### src/rtl/sstok_pkg.sv
// ----------------------------------------------------------------------------
// sstok_pkg: shared types, constants and helpers of the shader tokenizer
// Token kinds, scanner modes, the result record and byte classifiers.
// ----------------------------------------------------------------------------
`default_nettype none

package sstok_pkg;

	localparam int LINE_BITS   = 16;
	localparam int OFFSET_BITS = 24;
	localparam int LEN_BITS    = 16;
	localparam int KIND_BITS   = 6;
	localparam int KW_BITS     = 48;
	localparam int KW_CHARS    = KW_BITS / 8;

	localparam logic [LINE_BITS-1:0]   LINE_MAX   = '1;
	localparam logic [OFFSET_BITS-1:0] OFFSET_MAX = '1;
	localparam logic [LEN_BITS-1:0]    LEN_MAX    = '1;

	// result queue
	localparam int Q_DEPTH  = 4;
	localparam int QA_BITS  = $clog2(Q_DEPTH);
	localparam int CNT_BITS = QA_BITS + 1;

	typedef logic [KIND_BITS-1:0] kind_t;

	localparam kind_t K_EOF          = 6'd0;
	localparam kind_t K_INT          = 6'd1;
	localparam kind_t K_FLOAT        = 6'd2;
	localparam kind_t K_IDENT        = 6'd3;
	localparam kind_t KEY_VOID       = 6'd4;
	localparam kind_t KEY_FLOAT      = 6'd5;
	localparam kind_t KEY_INT        = 6'd6;
	localparam kind_t KEY_UINT       = 6'd7;
	localparam kind_t KEY_BOOL       = 6'd8;
	localparam kind_t KEY_DOUBLE     = 6'd9;
	localparam kind_t KEY_VEC2       = 6'd10;
	localparam kind_t KEY_VEC3       = 6'd11;
	localparam kind_t KEY_VEC4       = 6'd12;
	localparam kind_t KEY_IF         = 6'd13;
	localparam kind_t KEY_ELSE       = 6'd14;
	localparam kind_t KEY_FOR        = 6'd15;
	localparam kind_t KEY_WHILE      = 6'd16;
	localparam kind_t KEY_RETURN     = 6'd17;
	localparam kind_t KEY_LAYOUT     = 6'd18;
	localparam kind_t KEY_BUFFER     = 6'd19;
	localparam kind_t KEY_IN         = 6'd20;
	localparam kind_t KEY_OUT        = 6'd21;
	localparam kind_t KEY_TRUE       = 6'd22;
	localparam kind_t KEY_FALSE      = 6'd23;
	localparam kind_t KEY_STRUCT     = 6'd24;
	localparam kind_t KEY_BREAK      = 6'd25;
	localparam kind_t KEY_CONTINUE   = 6'd26;
	localparam kind_t KEY_CONST      = 6'd27;
	localparam kind_t K_SEMICOLON    = 6'd28;
	localparam kind_t K_OBRACE       = 6'd29;
	localparam kind_t K_CBRACE       = 6'd30;
	localparam kind_t K_OPAREN       = 6'd31;
	localparam kind_t K_CPAREN       = 6'd32;
	localparam kind_t K_OBRACKET     = 6'd33;
	localparam kind_t K_CBRACKET     = 6'd34;
	localparam kind_t K_COMMA        = 6'd35;
	localparam kind_t K_DOT          = 6'd36;
	localparam kind_t K_HASH         = 6'd37;
	localparam kind_t K_EQ           = 6'd38;
	localparam kind_t K_PLUS_EQ      = 6'd39;
	localparam kind_t K_MINUS_EQ     = 6'd40;
	localparam kind_t K_STAR_EQ      = 6'd41;
	localparam kind_t K_SLASH_EQ     = 6'd42;
	localparam kind_t K_PLUS         = 6'd43;
	localparam kind_t K_MINUS        = 6'd44;
	localparam kind_t K_STAR         = 6'd45;
	localparam kind_t K_SLASH        = 6'd46;
	localparam kind_t K_PLUS_PLUS    = 6'd47;
	localparam kind_t K_MINUS_MINUS  = 6'd48;
	localparam kind_t K_EQ_EQ        = 6'd49;
	localparam kind_t K_NOT_EQ       = 6'd50;
	localparam kind_t K_LESS         = 6'd51;
	localparam kind_t K_GREATER      = 6'd52;
	localparam kind_t K_LESS_EQ      = 6'd53;
	localparam kind_t K_GREATER_EQ   = 6'd54;
	localparam kind_t K_AND_AND      = 6'd55;
	localparam kind_t K_OR_OR        = 6'd56;
	localparam kind_t K_BANG         = 6'd57;
	localparam kind_t K_AMP          = 6'd58;
	localparam kind_t K_PIPE         = 6'd59;
	localparam kind_t K_CARET        = 6'd60;
	localparam kind_t K_TILDE        = 6'd61;
	localparam kind_t K_UNKNOWN      = 6'd62;

	typedef enum logic [2:0] {
		M_IDLE,
		M_IDENT,
		M_NUM_INT,
		M_NUM_FRAC,
		M_OP,
		M_LINE_COMMENT,
		M_BLOCK,
		M_BLOCK_STAR
	} mode_t;

	typedef struct packed {
		kind_t                  kind;
		logic [LINE_BITS-1:0]   line;
		logic [LINE_BITS-1:0]   column;
		logic [OFFSET_BITS-1:0] offset;
		logic [LEN_BITS-1:0]    length;
		logic                   last;
	} token_t;

	// up to two tokens per source byte, a always first
	typedef struct packed {
		logic [1:0] n;
		token_t     a;
		token_t     b;
	} push_t;

	function automatic logic is_alpha(input logic [7:0] c);
		logic [7:0] l;
		l = c | 8'h20;
		return (l >= "a") && (l <= "z");
	endfunction

	function automatic logic is_digit(input logic [7:0] c);
		return (c >= "0") && (c <= "9");
	endfunction

	function automatic logic is_word(input logic [7:0] c);
		return is_alpha(c) || is_digit(c) || (c == "_");
	endfunction

	function automatic logic is_space(input logic [7:0] c);
		return (c == " ") || (c == 8'h09) || (c == 8'h0a) || (c == 8'h0d);
	endfunction

	function automatic logic may_pair(input logic [7:0] c);
		return (c == "+") || (c == "-") || (c == "*") || (c == "/") || (c == "=") ||
			(c == "!") || (c == "<") || (c == ">") || (c == "&") || (c == "|");
	endfunction

	function automatic kind_t single_kind(input logic [7:0] c);
		kind_t k;
		case (c)
			"+":     k = K_PLUS;
			"-":     k = K_MINUS;
			"*":     k = K_STAR;
			"/":     k = K_SLASH;
			"=":     k = K_EQ;
			"!":     k = K_BANG;
			"<":     k = K_LESS;
			">":     k = K_GREATER;
			"&":     k = K_AMP;
			"|":     k = K_PIPE;
			"(":     k = K_OPAREN;
			")":     k = K_CPAREN;
			"{":     k = K_OBRACE;
			"}":     k = K_CBRACE;
			"[":     k = K_OBRACKET;
			"]":     k = K_CBRACKET;
			";":     k = K_SEMICOLON;
			",":     k = K_COMMA;
			".":     k = K_DOT;
			"#":     k = K_HASH;
			"^":     k = K_CARET;
			"~":     k = K_TILDE;
			default: k = K_UNKNOWN;
		endcase
		return k;
	endfunction

	// K_EOF when the pair is no operator
	function automatic kind_t pair_kind(input logic [7:0] a, input logic [7:0] b);
		kind_t k;
		k = K_EOF;
		if (b == "=") begin
			case (a)
				"+":     k = K_PLUS_EQ;
				"-":     k = K_MINUS_EQ;
				"*":     k = K_STAR_EQ;
				"/":     k = K_SLASH_EQ;
				"=":     k = K_EQ_EQ;
				"!":     k = K_NOT_EQ;
				"<":     k = K_LESS_EQ;
				">":     k = K_GREATER_EQ;
				default: k = K_EOF;
			endcase
		end else if (a == b) begin
			case (a)
				"+":     k = K_PLUS_PLUS;
				"-":     k = K_MINUS_MINUS;
				"&":     k = K_AND_AND;
				"|":     k = K_OR_OR;
				default: k = K_EOF;
			endcase
		end
		return k;
	endfunction

	// buf holds the first up-to-six bytes right aligned, upper bytes zero
	function automatic kind_t ident_kind(input logic [KW_BITS-1:0] buf_w,
			input logic [LEN_BITS-1:0] len);
		kind_t k;
		k = K_IDENT;
		if (len <= LEN_BITS'(KW_CHARS)) begin
			case (buf_w)
				KW_BITS'("void"):   k = KEY_VOID;
				KW_BITS'("float"):  k = KEY_FLOAT;
				KW_BITS'("int"):    k = KEY_INT;
				KW_BITS'("uint"):   k = KEY_UINT;
				KW_BITS'("bool"):   k = KEY_BOOL;
				KW_BITS'("double"): k = KEY_DOUBLE;
				KW_BITS'("vec2"):   k = KEY_VEC2;
				KW_BITS'("vec3"):   k = KEY_VEC3;
				KW_BITS'("vec4"):   k = KEY_VEC4;
				KW_BITS'("if"):     k = KEY_IF;
				KW_BITS'("else"):   k = KEY_ELSE;
				KW_BITS'("for"):    k = KEY_FOR;
				KW_BITS'("while"):  k = KEY_WHILE;
				KW_BITS'("return"): k = KEY_RETURN;
				KW_BITS'("layout"): k = KEY_LAYOUT;
				KW_BITS'("buffer"): k = KEY_BUFFER;
				KW_BITS'("in"):     k = KEY_IN;
				KW_BITS'("out"):    k = KEY_OUT;
				KW_BITS'("true"):   k = KEY_TRUE;
				KW_BITS'("false"):  k = KEY_FALSE;
				KW_BITS'("struct"): k = KEY_STRUCT;
				KW_BITS'("break"):  k = KEY_BREAK;
				KW_BITS'("const"):  k = KEY_CONST;
				default:            k = K_IDENT;
			endcase
		end
		return k;
	endfunction

endpackage

`default_nettype wire

### src/rtl/sstok_lexer.sv
// ----------------------------------------------------------------------------
// sstok_lexer: scanner state and per-byte token decision
// Updates the scan state for one byte and gives zero, one or two tokens.
// ----------------------------------------------------------------------------
`default_nettype none

module sstok_lexer
	import sstok_pkg::*;
(
	input  wire logic       clk,
	input  wire logic       arst_n,
	input  wire logic       go,
	input  wire logic [7:0] ch,
	input  wire logic       eos,
	output push_t           push
);

	mode_t                  mode_q, mode_n;
	logic [7:0]             pend_q, pend_n;
	logic [KW_BITS-1:0]     kw_q, kw_n;
	logic                   float_q, float_n;
	logic [LINE_BITS-1:0]   line_q, line_n, col_q, col_n;
	logic [OFFSET_BITS-1:0] off_q, off_n;
	logic [LINE_BITS-1:0]   sline_q, sline_n, scol_q, scol_n;
	logic [OFFSET_BITS-1:0] soff_q, soff_n;
	logic [LEN_BITS-1:0]    len_q, len_n;

	logic [LINE_BITS-1:0]   adv_line, adv_col;
	logic [OFFSET_BITS-1:0] adv_off;
	logic [LEN_BITS-1:0]    len_inc;
	logic [KW_BITS-1:0]     kw_take;
	logic                   fl_v, sc_v, handled;
	token_t                 fl, sc;
	kind_t                  pk;

	// position after this byte
	always_comb begin
		adv_off = (off_q == OFFSET_MAX) ? off_q : off_q + OFFSET_BITS'(1);
		if (ch == 8'h0a) begin
			adv_line = (line_q == LINE_MAX) ? line_q : line_q + LINE_BITS'(1);
			adv_col  = LINE_BITS'(1);
		end else begin
			adv_line = line_q;
			adv_col  = (col_q == LINE_MAX) ? col_q : col_q + LINE_BITS'(1);
		end
		len_inc = (len_q == LEN_MAX) ? len_q : len_q + LEN_BITS'(1);
		kw_take = (len_q < LEN_BITS'(KW_CHARS)) ? {kw_q[KW_BITS-9:0], ch} : kw_q;
		pk      = pair_kind(pend_q, ch);
	end

	// token pending in the current mode
	always_comb begin
		fl        = '0;
		fl.line   = sline_q;
		fl.column = scol_q;
		fl.offset = soff_q;
		case (mode_q)
			M_IDENT: begin
				fl.kind   = ident_kind(kw_q, len_q);
				fl.length = len_q;
			end
			M_NUM_INT, M_NUM_FRAC: begin
				fl.kind   = float_q ? K_FLOAT : K_INT;
				fl.length = len_q;
			end
			M_OP: begin
				fl.kind = single_kind(pend_q);
			end
			default: begin
				fl.kind = K_EOF;
			end
		endcase
	end

	always_comb begin
		mode_n  = mode_q;
		pend_n  = pend_q;
		kw_n    = kw_q;
		float_n = float_q;
		line_n  = line_q;
		col_n   = col_q;
		off_n   = off_q;
		sline_n = sline_q;
		scol_n  = scol_q;
		soff_n  = soff_q;
		len_n   = len_q;
		fl_v    = 1'b0;
		sc_v    = 1'b0;
		handled = 1'b0;
		sc        = '0;
		sc.line   = sline_q;
		sc.column = scol_q;
		sc.offset = soff_q;
		sc.kind   = K_EOF;

		if (eos) begin
			fl_v = (mode_q == M_IDENT) || (mode_q == M_NUM_INT) ||
				(mode_q == M_NUM_FRAC) || (mode_q == M_OP);
			sc_v      = 1'b1;
			sc.line   = line_q;
			sc.column = col_q;
			sc.offset = off_q;
			sc.last   = 1'b1;
			mode_n  = M_IDLE;
			pend_n  = '0;
			kw_n    = '0;
			float_n = 1'b0;
			line_n  = LINE_BITS'(1);
			col_n   = LINE_BITS'(1);
			off_n   = '0;
			sline_n = '0;
			scol_n  = '0;
			soff_n  = '0;
			len_n   = '0;
		end else begin
			case (mode_q)
				M_IDENT: begin
					if (is_word(ch)) begin
						handled = 1'b1;
						kw_n = kw_take;
						len_n = len_inc;
					end
				end
				M_NUM_INT, M_NUM_FRAC: begin
					if (is_digit(ch)) begin
						handled = 1'b1;
						kw_n = kw_take;
						len_n = len_inc;
					end else if (ch == "." && mode_q == M_NUM_INT) begin
						handled = 1'b1;
						float_n = 1'b1;
						mode_n = M_NUM_FRAC;
						kw_n = kw_take;
						len_n = len_inc;
					end else if (ch == "f" || ch == "F") begin
						// suffix closes the float at once
						handled = 1'b1;
						kw_n = kw_take;
						len_n = len_inc;
						sc_v = 1'b1;
						sc.kind = K_FLOAT;
						sc.length = len_inc;
						mode_n = M_IDLE;
					end
				end
				M_OP: begin
					if (pend_q == "/" && (ch == "/" || ch == "*")) begin
						handled = 1'b1;
						mode_n = (ch == "/") ? M_LINE_COMMENT : M_BLOCK;
						pend_n = '0;
					end else if (pk != K_EOF) begin
						handled = 1'b1;
						sc_v = 1'b1;
						sc.kind = pk;
						mode_n = M_IDLE;
						pend_n = '0;
					end
				end
				M_LINE_COMMENT: begin
					handled = 1'b1;
					if (ch == 8'h0a) begin
						mode_n = M_IDLE;
					end
				end
				M_BLOCK: begin
					handled = 1'b1;
					if (ch == "*") begin
						mode_n = M_BLOCK_STAR;
					end
				end
				M_BLOCK_STAR: begin
					handled = 1'b1;
					if (ch == "/") begin
						mode_n = M_IDLE;
					end else if (ch != "*") begin
						mode_n = M_BLOCK;
					end
				end
				default: begin
					handled = 1'b0;
				end
			endcase

			if (!handled) begin
				// pending token ends here, byte starts afresh
				fl_v = (mode_q == M_IDENT) || (mode_q == M_NUM_INT) ||
					(mode_q == M_NUM_FRAC) || (mode_q == M_OP);
				mode_n  = M_IDLE;
				pend_n  = '0;
				float_n = 1'b0;
				if (!is_space(ch)) begin
					sline_n = line_q;
					scol_n  = col_q;
					soff_n  = off_q;
					len_n   = '0;
					kw_n    = '0;
					if (is_alpha(ch) || ch == "_" || is_digit(ch)) begin
						mode_n = is_digit(ch) ? M_NUM_INT : M_IDENT;
						kw_n   = KW_BITS'(ch);
						len_n  = LEN_BITS'(1);
					end else if (may_pair(ch)) begin
						mode_n = M_OP;
						pend_n = ch;
					end else begin
						sc_v      = 1'b1;
						sc.kind   = single_kind(ch);
						sc.line   = line_q;
						sc.column = col_q;
						sc.offset = off_q;
					end
				end
			end
			line_n = adv_line;
			col_n  = adv_col;
			off_n  = adv_off;
		end
	end

	always_comb begin
		push.n = {fl_v & sc_v, fl_v ^ sc_v};
		push.a = fl_v ? fl : sc;
		push.b = sc;
	end

	always_ff @(posedge clk or negedge arst_n) begin
		if (!arst_n) begin
			mode_q  <= M_IDLE;
			pend_q  <= '0;
			kw_q    <= '0;
			float_q <= 1'b0;
			line_q  <= LINE_BITS'(1);
			col_q   <= LINE_BITS'(1);
			off_q   <= '0;
			sline_q <= '0;
			scol_q  <= '0;
			soff_q  <= '0;
			len_q   <= '0;
		end else if (go) begin
			mode_q  <= mode_n;
			pend_q  <= pend_n;
			kw_q    <= kw_n;
			float_q <= float_n;
			line_q  <= line_n;
			col_q   <= col_n;
			off_q   <= off_n;
			sline_q <= sline_n;
			scol_q  <= scol_n;
			soff_q  <= soff_n;
			len_q   <= len_n;
		end
	end

endmodule

`default_nettype wire

### src/rtl/sstok_outq.sv
// ----------------------------------------------------------------------------
// sstok_outq: result queue
// Takes up to two tokens a cycle, hands out one a cycle in order.
// ----------------------------------------------------------------------------
`default_nettype none

module sstok_outq
	import sstok_pkg::*;
(
	input  wire logic                clk,
	input  wire logic                arst_n,
	input  wire push_t               push,
	input  wire logic                pop,
	output token_t                   head,
	output logic     [CNT_BITS-1:0]  count
);

	token_t              mem_q [Q_DEPTH];
	logic [QA_BITS-1:0]  wp_q, rp_q;
	logic [CNT_BITS-1:0] cnt_q;

	always_ff @(posedge clk) begin
		if (push.n != 2'd0) begin
			mem_q[wp_q] <= push.a;
		end
		if (push.n == 2'd2) begin
			mem_q[wp_q + QA_BITS'(1)] <= push.b;
		end
	end

	always_ff @(posedge clk or negedge arst_n) begin
		if (!arst_n) begin
			wp_q  <= '0;
			rp_q  <= '0;
			cnt_q <= '0;
		end else begin
			wp_q  <= wp_q + QA_BITS'(push.n);
			rp_q  <= rp_q + QA_BITS'(pop);
			cnt_q <= cnt_q + CNT_BITS'(push.n) - CNT_BITS'(pop);
		end
	end

	assign head  = mem_q[rp_q];
	assign count = cnt_q;

endmodule

`default_nettype wire

### src/rtl/shader_source_tokenizer.sv
// ----------------------------------------------------------------------------
// shader_source_tokenizer: byte-serial lexer for C-like shader source
// Input register, scan step, four-entry result queue.
// ----------------------------------------------------------------------------
// Feed the source one byte per request on the slave side; a request with
// s_tlast set marks end of source (its data byte is ignored), flushes any
// token still open, gives an end-of-source token (kind K_EOF) with m_tlast set
// and returns the block to its reset state, so the next byte starts a fresh
// source. A request lands in the input register; once the queue has room, the
// scan step updates the mode, position and keyword registers and writes 0, 1
// or 2 tokens into the result queue, so a new byte is taken every cycle while
// the queue has room. The queue drains one token a cycle while m_tready is
// high; the input side stalls only while the queue could not take two more
// tokens (room check on the queue count), which happens when bytes that close
// two tokens at once come back to back or the master side holds m_tready low.
// A token passes through the input register and the scan step into the result
// queue before it is valid on m_*.
// Whitespace and comments give no token; identifiers and numbers are given
// when the byte after them arrives, an f/F suffix closes a float on the spot.
// Line, column, offset and length counters saturate rather than wrap.
`default_nettype none

module shader_source_tokenizer
	import sstok_pkg::*;
(
	input  wire logic        clk,
	input  wire logic        arst_n,
	input  wire logic        s_tvalid,
	output logic             s_tready,
	input  wire logic [7:0]  s_tdata,   // [7:0] ch
	input  wire logic        s_tlast,   // end_of_source
	output logic             m_tvalid,
	input  wire logic        m_tready,
	output logic [71:0]      m_tdata,   // [15:0] start_line, [31:16] start_column,
	                                    // [55:32] start_offset, [71:56] text_length
	output logic [7:0]       m_tuser,   // [5:0] kind, [7:6] zero
	output logic             m_tlast    // last
);

	logic                v_s1;
	logic [7:0]          ch_s1;
	logic                eos_s1;
	logic                go;
	logic                pop;
	push_t               push;
	token_t              head;
	logic [CNT_BITS-1:0] count;

	// scan step runs when the queue has room for two tokens
	assign go       = v_s1 && (count <= CNT_BITS'(Q_DEPTH - 2));
	assign s_tready = !v_s1 || go;

	always_ff @(posedge clk or negedge arst_n) begin
		if (!arst_n) begin
			v_s1 <= 1'b0;
		end else if (s_tready) begin
			v_s1 <= s_tvalid;
		end
	end

	always_ff @(posedge clk) begin
		if (s_tvalid && s_tready) begin
			ch_s1  <= s_tdata;
			eos_s1 <= s_tlast;
		end
	end

	sstok_lexer u_lexer (
		.clk    (clk),
		.arst_n (arst_n),
		.go     (go),
		.ch     (ch_s1),
		.eos    (eos_s1),
		.push   (push)
	);

	sstok_outq u_outq (
		.clk    (clk),
		.arst_n (arst_n),
		.push   (go ? push : push_t'('0)),
		.pop    (pop),
		.head   (head),
		.count  (count)
	);

	assign m_tvalid = (count != '0);
	assign pop      = m_tvalid && m_tready;
	assign m_tdata  = {head.length, head.offset, head.column, head.line};
	assign m_tuser  = {2'b00, head.kind};
	assign m_tlast  = head.last;

endmodule

`default_nettype wire

### config.mk
export PLATFORM = sky130hd
export DESIGN_NAME = shader_source_tokenizer
export DESIGN_NICKNAME = d
export VERILOG_FILES = /design/src/rtl/sstok_pkg.sv /design/src/rtl/sstok_lexer.sv /design/src/rtl/sstok_outq.sv /design/src/rtl/shader_source_tokenizer.sv
export SDC_FILE = /design/constraint.sdc
export NUM_CORES = 1
export LEC_CHECK = 0
export BUFFER_PORTS_ARGS = -buffer_cell sky130_fd_sc_hd__buf_4
export CELL_PAD_IN_SITES_DETAIL_PLACEMENT = 0
export CELL_PAD_IN_SITES_GLOBAL_PLACEMENT = 1
export CORE_MARGIN = 2
export CORE_UTILIZATION = 39
export DETAILED_ROUTE_END_ITERATION = 16
export PLACE_DENSITY_LB_ADDON = 0.15
export SLEW_MARGIN = 15
export SYNTH_ARGS = -nofsm -noshare
export SYNTH_HDL_FRONTEND = slang
export SYNTH_SLANG_ARGS = --single-unit
### constraint.sdc
create_clock -name clk -period 21.3 [get_ports clk]
set_input_delay 1.065 -clock clk [delete_from_list [all_inputs] [get_ports clk]]
set_output_delay 1.065 -clock clk [all_outputs]
set_load 0.005 [all_outputs]
==> results.md, run 1 <==
* P_int at about 2.5 mW
* Number of iterations in the first detailed-routing pass at 6
* Leakage power figure at 12.5 nW
* TritonCTS buffer count at 58
* Detailed placer's ending HPWL at 53600 um
* Most frequent cell after synthesis: sky130_fd_sc_hd__edfxtp_1
* Class of the worst hold path: in -> async
* Register bit count reported by yosys at between 500 and 600
* Endpoints failing setup at 0
* Relative contribution of the clock network to total power at 24.8%
* Element type at the critical path start: register
* Run status: completed
* Largest clock skew in the final design at about 0.035 ns
* Count of buffers added by post-CTS timing repair for setup at 0
* Final count of pins violating max slew at 0
* Pwr Density at 129 nW/um^2
* Endpoints failing hold at 0
* GPL Wtd Cong at 0.914
* Maximum capacitance violations at 0
* Routed Antenna Nets at 0
* Clock root buffer: sky130_fd_sc_hd__clkbuf_16
* VDD IR max at approximately 0.13 mV
* Min cycle time layout at 7.10 ns
* Tightest Pin Transition at 1.19 ns
* Placed cell areas at 29700 sq um
* Sequential group share of total power at 34.9%
* Top cell type's share of synthesized area at 34.6%
* First-pass GRT wire length at 131000 um
* Number of antenna cells inserted at 0
* Type of the worst setup path: reg -> reg
* Share of async-settable or async-resettable flops after synthesis at 37.6%
* Switching part of the total at 38.7%
* Setup slack of the worst register-to-register path at between 10 and 15 ns
* Relative max-transition margin at 20.2%
* Switching power at about 1.6 mW
* GRT Total Usage at between 20% and 30%
* Layout overhead on the synthesized area at 11.8%
* Largest family of logic cells by synthesized area: simple AND/OR/NAND/NOR gates
* Via count normalized by instance count at 5.99
* R2R cell count at 13
* Worst reg2reg endpoint: u_outq.mem_q[2][59]
* Port buffer count at 93
* Full die area at 74600 sq um
* Design area at 31600 sq um
* Main flop type after synthesis: sky130_fd_sc_hd__edfxtp_1
* Synth unique cells at 95
* Mean Syn Cell Area at 11.5 sq um
* Total number of nets in the final design at 2484
* Synth area leader: sky130_fd_sc_hd__edfxtp_1
* Die boundary height at 273 um
* Initial Util at around two fifths
* Worst R2R Start: ch_s1[4]
* Source-to-sink clock delay at the later pin of the worst-skew pair at ~0.65 ns
* Number of H-tree levels at 2
* Wire length per cell at 24.6 um
* Vias in the first global route at 20900
* Setup repair after global routing missed its margin: false
* Number of instances in the synthesized netlist at 2454
* Ranking of synthesized cells by area: sky130_fd_sc_hd__edfxtp_1 35%, sky130_fd_sc_hd__dfrtp_1 17%, sky130_fd_sc_hd__mux2i_1 8.4%
* Worst Path Max Fanout at 39
* Number of I/O pins at 96
* First DRT Iteration DRCs at 1735
* Row count at 98
* Clk sinks at between 500 and 600
* Final TNS setup at 0 ns
* Clk pin slew, worst setup/hold paths at 0.06 ns
* Arr. time, crit path at 7.46 ns
* Number of flops mapped to enable cells by yosys at 325
* Cell types with the highest counts after synthesis: 325 x sky130_fd_sc_hd__edfxtp_1, 311 x sky130_fd_sc_hd__nand2_1, 237 x sky130_fd_sc_hd__mux2i_1
* Crit. End Element: register
* Drt drc at 0
* Core Area at slightly above 70000 sq um
* Data required time of the critical path at 21.66 ns
* Largest net degree at the start of global routing at 75
* Wirelength, routed at 85100 um
* Post-synthesis mux area share at 14.8%
* Die span in x at about 270 um
* Resized Gates After CTS at 0
* Fraction of the cycle the final worst path needs at 33.3%
* Complex-gate fraction of the synthesized area at 11.2%
* Total global routing overflow at 0
* CTS tree: built
* Sequential fraction of the synthesis area at 51.9%
* CTS Buffer Depth at 3
* Area of the mapped netlist at roughly 28000 sq um
* F_max at 141 MHz
* Area share of xor/xnor cells in the synthesized design at 1.95%
* Count of hold-fix buffers inserted at cts at 0
* Origin of the worst setup path: ch_s1[4]
* Combinational fraction of design power at roughly two fifths
* Layout cell share with drive strength beyond 1 at 13.7%
* Post-synthesis simple-gate area fraction at around 16%
* Adder-cell share of the synthesized area at 0.558%
* Synthesis Warnings at 0
* Initial antenna violation count at 0
* DR vias at 20700
-- registers in the layout (all words and copies together) (netlist names), 8 cells and up --
name	cells
u_lexer.off_q	24
ch_s1	8
u_lexer.col_q	16
u_lexer.soff_q	24
u_lexer.pend_q	8
u_lexer.scol_q	16
u_outq.mem_q	316
u_lexer.kw_q	48
u_lexer.sline_q	16
u_lexer.line_q	16
u_lexer.len_q	16
-- layer usage --
metal	global-route usage [%]	up-vias	routed length, um
li1	-	9428	-
met1	32.0	10500	38300
met2	37.3	612	40400
met3	2.99	140	4350
met4	5.77	0	2030
met5	0	-	0
-- per-stage QoR --
stage          utilization (%)  worst slack, ns  total power [mW]  instances  hold WS [ns]
5_1_grt                   44.1            13.90              4.27       3459         0.503
6_report                  44.1            14.20              4.08       3459         0.449
3_5_place_dp              41.4            14.31              3.11       3349         0.487
4_1_cts                   44.1            14.31              4.13       3459         0.480
3_3_place_gp              41.4            14.51              3.10       3349         0.475
2_1_floorplan                -            11.72              2.49       2455         0.459
-- kinds of logic (layout without fill, tap and decap cells) --
| kind of cell | count (synthesis) | after routing |
|---|---|---|
| AND/OR/NAND/NOR | 863 | 863 |
| flip-flops | 521 | 521 |
| AO/OA/AOI/OAI | 464 | 464 |
| multiplexers | 319 | 319 |
| buffers and inverters | 211 | 265 |
| XOR/XNOR | 63 | 63 |
| adder cells (fa/ha/maj) | 12 | 12 |
| other | 1 | 2 |
-- cell type report --
cell class / instances / area (sq um)
clock buffers: 82 / 1580
flip-flops and latches: 521 / 14700
well taps: 950 / 1190
inverters: 28 / 105
repair buffers: 127 / 960
multi-input cells: 1723 / 12700
fillers: 6768 / 40000
clock inverters: 28 / 322
-- critical path: stages, from the launching register on --
cell and delay (ns):
sky130_fd_sc_hd__edfxtp_1 0.70, sky130_fd_sc_hd__or4b_1 0.83, sky130_fd_sc_hd__nor4_4 0.45, sky130_fd_sc_hd__or3_1 0.20, sky130_fd_sc_hd__o21ai_1 0.11, sky130_fd_sc_hd__or2_0 0.41
sky130_fd_sc_hd__a21oi_2 0.60, sky130_fd_sc_hd__nand3_1 0.20, sky130_fd_sc_hd__ha_1 0.45, sky130_fd_sc_hd__nor4b_1 0.81, sky130_fd_sc_hd__nor4_1 0.26, sky130_fd_sc_hd__nor2_4 0.74
sky130_fd_sc_hd__buf_4 0.84, sky130_fd_sc_hd__mux2i_1 0.18
-- how the worst max path moves through the flow --
stage	slack [ns]	endpoint	cells past startpoint
after floorplan	11.72	u_outq.mem_q[3][0]	14
after global placement	14.51	u_outq.mem_q[3][51]	13
after detailed placement	14.31	u_outq.mem_q[2][61]	13
after CTS	14.31	u_outq.mem_q[2][38]	13
after global routing	13.90	u_outq.mem_q[2][58]	13
final	14.20	u_outq.mem_q[2][59]	13
-- placed cells by master, fill, tap and decap left out, drive strengths merged, types with 54 or more instances in the layout --
cell type  netlist  final
edfxtp         325    325
nand3           66     66
nand2          312    312
nor2           108    108
dfrtp          194    194
a22oi           56     56
o21ai          130    130
a22o            54     54
mux4            79     79
mux2i          237    237
a21oi           61     61
buf             56    126
clkbuf         127     83
-- power by group through the flow --
stage	Clock (mW)	Combinational, mW	Sequential [mW]
2_1_floorplan	0	1.13	1.36
3_3_place_gp	0	1.66	1.44
3_5_place_dp	0	1.66	1.45
4_1_cts	1.04	1.67	1.43
5_1_grt	1.08	1.75	1.45
6_report	1.01	1.64	1.42
Power figures use the tool's default switching activity.
==> inputs of run 2 (changes only) <==
==> constraint.sdc (replaced) <==
create_clock -name clk -period 7.35 [get_ports clk]
set_input_delay 0.3675 -clock clk [delete_from_list [all_inputs] [get_ports clk]]
set_output_delay 0.3675 -clock clk [all_outputs]
set_load 0.005 [all_outputs]
==> run 2 against run 1 <==
  * Core utilization increased by 0.58 points
  * Die area unchanged
  * First-iteration DRC count increased by 5.1%
  * Combinational power increased to 3.0 times the previous value
  * Sequential share of layout area decreased by 0.60 points
  * Non-clock buffer count increased by 22
  * Global-route usage decreased by 0.36 points
  * Highest routed layer unchanged
==> results.md, run 2 (synthesis gave the netlist of run 1 again) <==
* Run status: completed
* Die boundary height at 273 um (unchanged)
* GRT Total Usage at 22.4% (-0.36 points)
* Vias in the first global route at 21000 (+0.59%)
* First DRT Iteration DRCs at 1823 (+5.1%)
* Layout overhead on the synthesized area at 13.2%
* Number of iterations in the first detailed-routing pass at 7 (+1)
* Maximum capacitance violations at 0 (unchanged)
* Hold EP: u_outq.rp_q[0]
* Count of buffers added by post-CTS timing repair for setup at 0 (unchanged)
* Worst hold start: m_tready
* Total global routing overflow at 0 (unchanged)
* Tightest Pin Transition at 1.11 ns (-0.0842 ns)
* Row count at 98 (unchanged)
* Worst reg2reg endpoint: u_outq.mem_q[1][57]
* Cell depth of the worst setup path at 13 (unchanged)
* Largest clock skew in the final design at 0.0525 ns (+0.0170 ns)
* Final TNS setup at 0 ns (unchanged)
* Detailed placer's ending HPWL at 53600 um (+0.13%)
* Most common cell after layout, fill and taps aside: sky130_fd_sc_hd__edfxtp_1
* CTS tree: built
* CP Cell Sequence: or4b_1, nor4_4, or3_1, o21ai_1, or2_0, a21oi_2, nand3_1, ha_1, nor4_1, nor4_1, nor2_4, buf_4, mux2i_1
* Number of flip-flops under the largest register name at 316 (unchanged)
* Pwr Density at 376 nW/um^2 (+190%)
* Endpoints failing hold at 0 (unchanged)
* Via count normalized by instance count at 5.98 (-0.24%)
* Worst R2R Start: ch_s1[6]
* Length of routed wiring on met1 at 38400 um (about the same)
* Register with the most flip-flops: u_outq.mem_q
* TritonCTS buffer count at 59 (+1.7%)
* Most common cell type on the critical path: sky130_fd_sc_hd__nor4_1
* Fraction of the cycle the final worst path needs at 81.8% (+48 points)
* DR WL met2 at 39800 um (-1.6%)
* Leakage power figure at 12.7 nW (+1.6%)
* R2R cell count at 13 (unchanged)
* Number of antenna cells inserted at 0 (unchanged)
* Worst Path Max Fanout at 18 (-54%)
* Crit. End Element: register
* Initial Util at 39.4% (unchanged)
* Clock root buffer: sky130_fd_sc_hd__clkbuf_16
* Arr. time, crit path at 6.49 ns (-0.97 ns)
* Port buffer count at 93 (unchanged)
* Die span in x at 273 um (unchanged)
* Endpoints failing setup at 0 (unchanged)
* Layout cell share with drive strength beyond 1 at 14.5% (+0.78 points)
* DR vias at 20800 (+0.42%)
* VDD IR max at 0.434 mV (+230%)
* Slowest cell on the critical path: sky130_fd_sc_hd__or4b_1
* Initial antenna violation count at 1 (+1)
* Source-to-sink clock delay at the later pin of the worst-skew pair at 0.65 ns (about the same)
* Number of I/O pins at 96 (unchanged)
* Total number of nets in the final design at 2507 (+0.93%)
* Type of the worst setup path: reg -> reg
* Min cycle time layout at 6.01 ns (-1.09 ns)
* Core Area at 71600 sq um (unchanged)
* Commonest non-fill, non-tap cells in the layout: 325 x sky130_fd_sc_hd__edfxtp_1, 310 x sky130_fd_sc_hd__nand2_1, 237 x sky130_fd_sc_hd__mux2i_1
* Largest net degree at the start of global routing at 118 (+57%)
* Final count of pins violating max slew at 0 (unchanged)
* Relative max-transition margin at 25.8% (+5.6 points)
* Class of the worst hold path: in -> reg
* Data required time of the critical path at 7.83 ns (-13.83 ns)
* Sum of buffers and inverters on the critical path at 1 (unchanged)
* F_max at 166 MHz (+18%)
* Drt drc at 0 (unchanged)
* Critical Path Max Stage Delay at 0.72 ns (-0.12 ns)
* Clk pin slew, worst setup/hold paths at 0.06 ns (about the same)
* Number of H-tree levels at 2 (unchanged)
* Met3 wire length at 3960 um (-8.9%)
* GPL Wtd Cong at 0.880 (-3.8%)
* Number of instances on the worst hold path at 3
* Routed Antenna Nets at 0 (unchanged)
* CTS Buffer Depth at 3 (unchanged)
* Setup repair after global routing missed its margin: false
* Wire length per cell at 24.1 um (-2.1%)
* Origin of the worst setup path: ch_s1[6]
* Overall Power at 12.0 mW (+190%)
* Clk sinks at 521 (unchanged)
* Element type at the critical path start: register
* Leading registers by flop count: u_outq.mem_q: 316 flops, u_lexer.kw_q: 48 flops
* Setup slack of the worst register-to-register path at 1.34 ns (-12.86 ns)
* Top sig layer: met4
* Full die area at 74600 sq um (unchanged)
* Wirelength, routed at 83900 um (-1.4%)
* First-pass GRT wire length at 130000 um (-0.93%)
* Cell family with the largest share of critical-path delay: simple AND/OR/NAND/NOR gates
[run 2: cell count changes in the layout (fill, tap and decap cells not counted), sizes merged]
cell         previous run  this run
buf                   126       137
bufinv                  6         4
clkbuf                 83        93
clkinv                 21        11
clkinvlp                1         2
dlygate4sd3             0        11
inv                    28        30
[run 2: how the worst max path moves through the flow]
stage / endpoint / slack (ns)
6_report: u_outq.mem_q[1][57] / 1.34
5_1_grt: u_outq.mem_q[0][42] / 0.99
4_1_cts: u_outq.mem_q[1][59] / 1.35
3_5_place_dp: u_outq.mem_q[1][59] / 1.36
3_3_place_gp: u_outq.mem_q[1][58] / 1.52
2_1_floorplan: u_outq.mem_q[0][0] / 0.29
[run 2: tightest hold or removal path: stages]
cell and delay, ns:
sky130_fd_sc_hd__buf_4 0.08, sky130_fd_sc_hd__and2_1 0.22, sky130_fd_sc_hd__ha_1 0.16
[run 2: area by class of cell]
class,instances,area [sq um]
well taps,950,1190
flip-flops and latches,521,14700
multi-input cells,1723,12800
fillers,6656,39600
repair buffers,149,1280
clock inverters,19,248
clock buffers,92,1730
inverters,28,105
[run 2: metrics by stage]
step / instances / hold slack, ns / worst slack, ns / utilization [%] / area (sq um)
3_3_place_gp: 3360 / 0.454 / 1.52 / 41.7 / 29900
5_1_grt: 3482 / 0.198 / 0.988 / 44.7 / 32000
2_1_floorplan: 2455 / 0.0719 / 0.290 / - / 28300
4_1_cts: 3482 / 0.186 / 1.35 / 44.6 / 32000
6_report: 3482 / 0.230 / 1.34 / 44.7 / 32000
3_5_place_dp: 3360 / 0.459 / 1.36 / 41.7 / 29900
[run 2: repair_timing]
action | in CTS | in global routing
endpoints found under the hold margin | 89 | 0
resized for setup | 0 | 0
hold buffers | 11 | 0
[run 2: where the power goes]
part	switching, mW	leakage (nW)	internal [mW]	total [mW]
Sequential	0.377	5.75	3.70	4.08
Combinational	3.01	6.02	1.94	4.95
Clock	1.24	0.966	1.76	3.00
[run 2: metal layers]
metal | GRT usage [%] | vias up
met3 | 2.69 | 113
li1 | - | 9467
met4 | 5.62 | 0
met2 | 36.5 | 590
met5 | 0 | -
met1 | 31.8 | 10600
